[config.mk]
export PLATFORM = sky130hd
export DESIGN_NAME = wlba_ctrl
export DESIGN_NICKNAME = d
export VERILOG_FILES = /design/src/wlba_pkg.sv /design/src/wlba_ctrl.sv
export SDC_FILE = /design/constraint.sdc
export NUM_CORES = 1
export LEC_CHECK = 0
export BUFFER_PORTS_ARGS = -buffer_cell sky130_fd_sc_hd__buf_2
export CORE_AREA = 2 2 39 41
export CTS_BUF_LIST = sky130_fd_sc_hd__clkbuf_16
export DETAILED_ROUTE_END_ITERATION = 8
export DIE_AREA = 0 0 41 43
export SLEW_MARGIN = 10
export SYNTH_ARGS = -nofsm -noshare
export SYNTH_HDL_FRONTEND = slang
export SYNTH_SLANG_ARGS = --single-unit
[constraint.sdc]
create_clock -name clock -period 2.4 [get_ports clock]
set_input_delay 0.24 -clock clock [delete_from_list [all_inputs] [get_ports clock]]
set_output_delay 0.24 -clock clock [all_outputs]
set_load 0.02 [all_outputs]
[src/wlba_pkg.sv]
`default_nettype none

package wlba_pkg;

   // field widths fixed by the table format
   localparam int BLOCK_W  = 12;
   localparam int STATUS_W = 3;
   localparam int MARK_W   = 3;
   localparam int ERASE_W  = 32;
   localparam int COUNT_W  = 13;
   localparam int ENTRY_W  = STATUS_W + MARK_W + ERASE_W;

   // request modes
   localparam logic [1:0] MODE_WRITE = 2'd0;
   localparam logic [1:0] MODE_READ  = 2'd1;
   localparam logic [1:0] MODE_ALLOC = 2'd2;

   // block status codes
   localparam logic [STATUS_W-1:0] ST_FREE        = 3'd0;
   localparam logic [STATUS_W-1:0] ST_USER_ALLOC  = 3'd1;
   localparam logic [STATUS_W-1:0] ST_USER_CUR    = 3'd2;
   localparam logic [STATUS_W-1:0] ST_INDEX_ALLOC = 3'd3;
   localparam logic [STATUS_W-1:0] ST_INDEX_CUR   = 3'd4;

   // erase mark codes
   localparam logic [MARK_W-1:0] MARK_NONE     = 3'd0;
   localparam logic [MARK_W-1:0] MARK_PENDING  = 3'd1;
   localparam logic [MARK_W-1:0] MARK_USER     = 3'd2;
   localparam logic [MARK_W-1:0] MARK_INDEX    = 3'd4;
   localparam logic [MARK_W-1:0] MARK_RESERVED = 3'd5;

   // blocks_in_use after reset
   localparam logic [COUNT_W-1:0] BLOCKS_IN_USE_RESET = 13'd4096;

   typedef struct packed {
      logic [1:0]          mode;
      logic [BLOCK_W-1:0]  block_index;
      logic [STATUS_W-1:0] entry_status;
      logic [MARK_W-1:0]   entry_mark;
      logic [ERASE_W-1:0]  entry_erases;
      logic                index_kind;
   } req_type;

   typedef struct packed {
      logic [BLOCK_W-1:0]  result_block;
      logic [STATUS_W-1:0] result_status;
      logic [MARK_W-1:0]   result_mark;
      logic [ERASE_W-1:0]  result_erases;
      logic                found;
      logic [COUNT_W-1:0]  erases_done;
      logic [ERASE_W-1:0]  peak_erases;
   } rsp_type;

   typedef struct packed {
      logic [STATUS_W-1:0] status;
      logic [MARK_W-1:0]   mark;
      logic [ERASE_W-1:0]  erases;
   } entry_type;

   typedef enum logic [1:0] {
      RSP_NULL,
      RSP_WRITE,
      RSP_READ,
      RSP_ALLOC
   } rsp_sel_type;

   // controller to datapath
   typedef struct packed {
      logic        load;
      logic        write_item;
      logic        read_issue;
      logic        scan_issue;
      logic        finish_best;
      logic        prev_issue;
      logic        prev_write;
      logic        best_write;
      logic        emit;
      rsp_sel_type rsp_sel;
   } cmd_type;

   // datapath to controller
   typedef struct packed {
      logic scan_end;
      logic have;
      logic prev_valid;
   } stat_type;

endpackage

`default_nettype wire

[src/wlba_ctrl.sv]
`default_nettype none

module wlba_ctrl (
   input  wire logic                clock,
   input  wire logic                reset,
   input  wire logic                start,
   input  wire logic [1:0]          req_mode,
   input  wire wlba_pkg::stat_type  stat,
   output wlba_pkg::cmd_type        cmd,
   output logic                     busy,
   output logic                     rsp_valid
);

   typedef enum logic [3:0] {
      S_IDLE,
      S_WRITE,
      S_READ_ISSUE,
      S_READ_DATA,
      S_NULL,
      S_SCAN,
      S_DECIDE,
      S_PREV_WR,
      S_BEST_WR
   } state_type;

   state_type state_ff, state_in;
   logic      rsp_valid_ff;

   // command decode and next state
   always_comb begin
      cmd      = '0;
      state_in = state_ff;
      case (state_ff)
         S_IDLE: begin
            if (start) begin
               cmd.load = 1'b1;
               case (req_mode)
                  wlba_pkg::MODE_WRITE: state_in = S_WRITE;
                  wlba_pkg::MODE_READ:  state_in = S_READ_ISSUE;
                  wlba_pkg::MODE_ALLOC: state_in = S_SCAN;
                  default:              state_in = S_NULL;
               endcase
            end
         end
         S_WRITE: begin
            cmd.write_item = 1'b1;
            cmd.emit       = 1'b1;
            cmd.rsp_sel    = wlba_pkg::RSP_WRITE;
            state_in       = S_IDLE;
         end
         S_READ_ISSUE: begin
            cmd.read_issue = 1'b1;
            state_in       = S_READ_DATA;
         end
         S_READ_DATA: begin
            cmd.emit    = 1'b1;
            cmd.rsp_sel = wlba_pkg::RSP_READ;
            state_in    = S_IDLE;
         end
         S_NULL: begin
            cmd.emit    = 1'b1;
            cmd.rsp_sel = wlba_pkg::RSP_NULL;
            state_in    = S_IDLE;
         end
         S_SCAN: begin
            if (stat.scan_end) begin
               state_in = S_DECIDE;
            end else begin
               cmd.scan_issue = 1'b1;
            end
         end
         S_DECIDE: begin
            if (!stat.have) begin
               cmd.emit    = 1'b1;
               cmd.rsp_sel = wlba_pkg::RSP_NULL;
               state_in    = S_IDLE;
            end else begin
               cmd.finish_best = 1'b1;
               if (stat.prev_valid) begin
                  cmd.prev_issue = 1'b1;
                  state_in       = S_PREV_WR;
               end else begin
                  state_in = S_BEST_WR;
               end
            end
         end
         S_PREV_WR: begin
            cmd.prev_write = 1'b1;
            state_in       = S_BEST_WR;
         end
         S_BEST_WR: begin
            cmd.best_write = 1'b1;
            cmd.emit       = 1'b1;
            cmd.rsp_sel    = wlba_pkg::RSP_ALLOC;
            state_in       = S_IDLE;
         end
         default: begin
            state_in = S_IDLE;
         end
      endcase
   end

   // state and response strobe
   always_ff @(posedge clock) begin
      if (reset) begin
         state_ff     <= S_IDLE;
         rsp_valid_ff <= 1'b0;
      end else begin
         state_ff     <= state_in;
         rsp_valid_ff <= cmd.emit;
      end
   end

   assign busy      = (state_ff != S_IDLE);
   assign rsp_valid = rsp_valid_ff;

endmodule

`default_nettype wire

==> flow_summary.yaml <==
setup_path:
  cp.buffers_inverters: 1
  end_kind: "output port"
  arrival_ns: 1.51
  cpPeakStageDelay_ns: 0.56
  worstReg2RegStart: "state_ff[0]$_SDFFE_PP0P_"
  r2r_end: "state_ff[2]$_SDFFE_PP0P_"
  crit_cells: 4
  cp.required_ns: 2.16
  crit_type: "reg2out"
  ff2ff_setup_slack_ns: 0.88
  crit_family: "simple AND/OR/NAND/NOR gates"
  crit_slowest_cell: "dfxtp_1"
  reg2regPathDepth: 4
  crit_chain: "nand2b_1, nor3_1, or2_2, buf_2"
  crit_path_max_fanout: 12
  worstSetupStartpointType: "register"
placement:
  dp_slack_ns: 0.873
  gp_congestion: 0.778
  dp.cells: 88
  dp_hpwl_microns: 789
  place_area_sq_um: 523
  portBuffers: 20
layout:
  area_growth_pct: 35.5
  final_nets: 85
  finalNonFillerCells: 92
  drive_gt1_share_pct: 40.8
  diodes: 0
  design_area_sq_um: 602
hold_path:
  hold_end: "state_ff[3]$_SDFFE_PP0P_"
  hold_depth: 2
  worstHoldPathType: "in2reg"
  hold_start: "reset"
floorplanning:
  core-area_sq_mm: 0.00138
  die_x_microns: 41
  dieArea_sq_mm: 0.00176
  initial_core_util_pct: 32.1
  row_count: 14
  die_y_microns: 43
  io_pins: 21
flow_run:
  max_cap_violations: 0
clock_network:
  cts.clk_slew.worst_paths_ns: 0.03
  h-tree-depth: 1
  post_cts_buffers: 0
  worstSkewPairLatency_ns: 0.23
  numClockSinks: 5
  root_buffer: "clkbuf_16"
  cts.hold.buffers_added: 0
  cts_buffer_depth: 2
  cts_resized: 0
  numCtsBuffers: 3
  cts_tree: "yes"
timing:
  final_max_slew_viol_count: 0
  finalHoldViolCount: 0
  period_share_pct: 73.1
  timing.fmax_ghz: 0.570
  rsz0062_at_grt: "no"
  min_period_ns: 1.75
  fin_skew_ns: 0.00146
  whs_ns: 0.222
  tightest_slew_ns: 0.434
  slew_headroom_pct: 71.0
  layout_setup_ws_ns: 0.645
  tns_ns: 0
  setup_viol: 0
synth:
  yosysSeqAreaShare_pct: 22.5
  synth_top_flop_cell: "dfxtp_1"
  ys_warn_count: 0
  ys_types: 29
  syn_area_sq_um: 444
  async_flop_share_pct: 0
  syn_area_per_cell_sq_um: 7.93
  synth_fp_nets: 64
  synth-seq-cells: 5
  netlist_instances: 56
  synth_edf_count: 0
pwr:
  powerDensity_mw_per_mm2: 732
  p_leak_uw: 0.000304
  ir_drop_uv: 357
route:
  ant_nets: 0
  first_pass_iters: 3
  routed_via_density: 5.07
  vias: 466
  first_iter_violations: 2
  drcViolationCount: 0
  wl_per_cell_microns: 11.0
  wirelength_microns: 1010
grt:
  antenna_found_initial: 0
  grt_pass1_vias: 394
  globalRouteTotalUtil_pct: 14.0
  grt_overflow: 0
  grt_max_degree: 16
  grt_first_pass_wirelength_microns: 1640
status:
  status: "finished, final reports clean"
-- worst max path at each step --
stage,from,endpoint,slack [ns]
CTS,state_ff[1]$_SDFFE_PP0P_,cmd[0],0.63
finish,state_ff[1]$_SDFFE_PP0P_,cmd[0],0.65
global route,state_ff[0]$_SDFFE_PP0P_,cmd[0],0.56
detailed placement,state_ff[1]$_SDFFE_PP0P_,cmd[0],0.87
floorplan,state_ff[3]$_SDFFE_PP0P_,cmd[0],0.83
global placement,state_ff[1]$_SDFFE_PP0P_,cmd[0],0.90
-- metrics by stage --
step / utilization, % / total power [uW]
after global placement: 37.8 / 173
after global routing: 43.5 / 459
after floorplan: - / 154
after CTS: 43.5 / 445
final: 43.5 / 440
after detailed placement: 37.8 / 174
-- cells in the mapped netlist, types with 3 or more instances --
master | number | area share (%)
nor3_1 | 4 | 4.5
dfxtp_1 | 5 | 23
nand2b_1 | 3 | 4.2
nor2_1 | 6 | 5.1
nand2_1 | 3 | 2.5
buf_6 | 3 | 7.6
inv_1 | 3 | 2.5
a21oi_1 | 3 | 3.4
-- cell families after synthesis --
family,count (synthesis),share of synthesized area [%]
AO/OA/AOI/OAI,12,20.8
buffers and inverters,7,11.8
flip-flops,5,22.5
AND/OR/NAND/NOR,32,44.8
-- cell type report --
cell class	instances	area, sq um
fill	137	782
multi-input combinational	44	292
sequential	5	100
timing repair buffer	20	100
clock buffer	3	75.1
tap	16	20.0
inverter	3	11.3
clock inverter	1	3.75
-- worst reg2reg max path: cells and delay by family (launching register included) --
family,cells,cell delay [ns]
AOI/OAI and AO/OA,2,0.56
DFF,1,0.57
and+or+nand+nor,2,0.27
-- metal layers --
layer  wire length, microns  GRT usage (%)  up-vias
met1                    482           18.2      212
li1                       -              -      237
met2                    439           19.4       15
met4                     15           6.00        0
met3                     76           6.28        2
met5                      0              0        -
-- report_power, final --
| part | total, uW | internal, uW | switching, uW |
|---|---|---|---|
| Combinational | 75.1 | 33.5 | 41.6 |
| Sequential | 97.7 | 88.0 | 9.66 |
| Clock | 268 | 215 | 52.1 |
-- registers in the layout (all words and copies together), names as in the netlist --
register and count:
rsp_valid 1, state_ff 4
-- cells in the final DEF, fill, tap and decap left out, types with 2 or more instances in the layout --
| cell | Yosys | final |
|---|---|---|
| and2_1 | 2 | 2 |
| and3_2 | 2 | 2 |
| dfxtp_1 | 5 | 5 |
| nand2_1 | 3 | 3 |
| buf_2 | 0 | 20 |
| clkbuf_16 | 0 | 3 |
| a21oi_1 | 3 | 3 |
| o21a_1 | 2 | 2 |
| nand2b_1 | 3 | 3 |
| nor2b_1 | 2 | 2 |
| nor3_1 | 4 | 4 |
| nand3b_1 | 2 | 2 |
| nor2_1 | 6 | 6 |
| inv_1 | 3 | 4 |
Note: power is estimated with default switching activity, not from simulation.
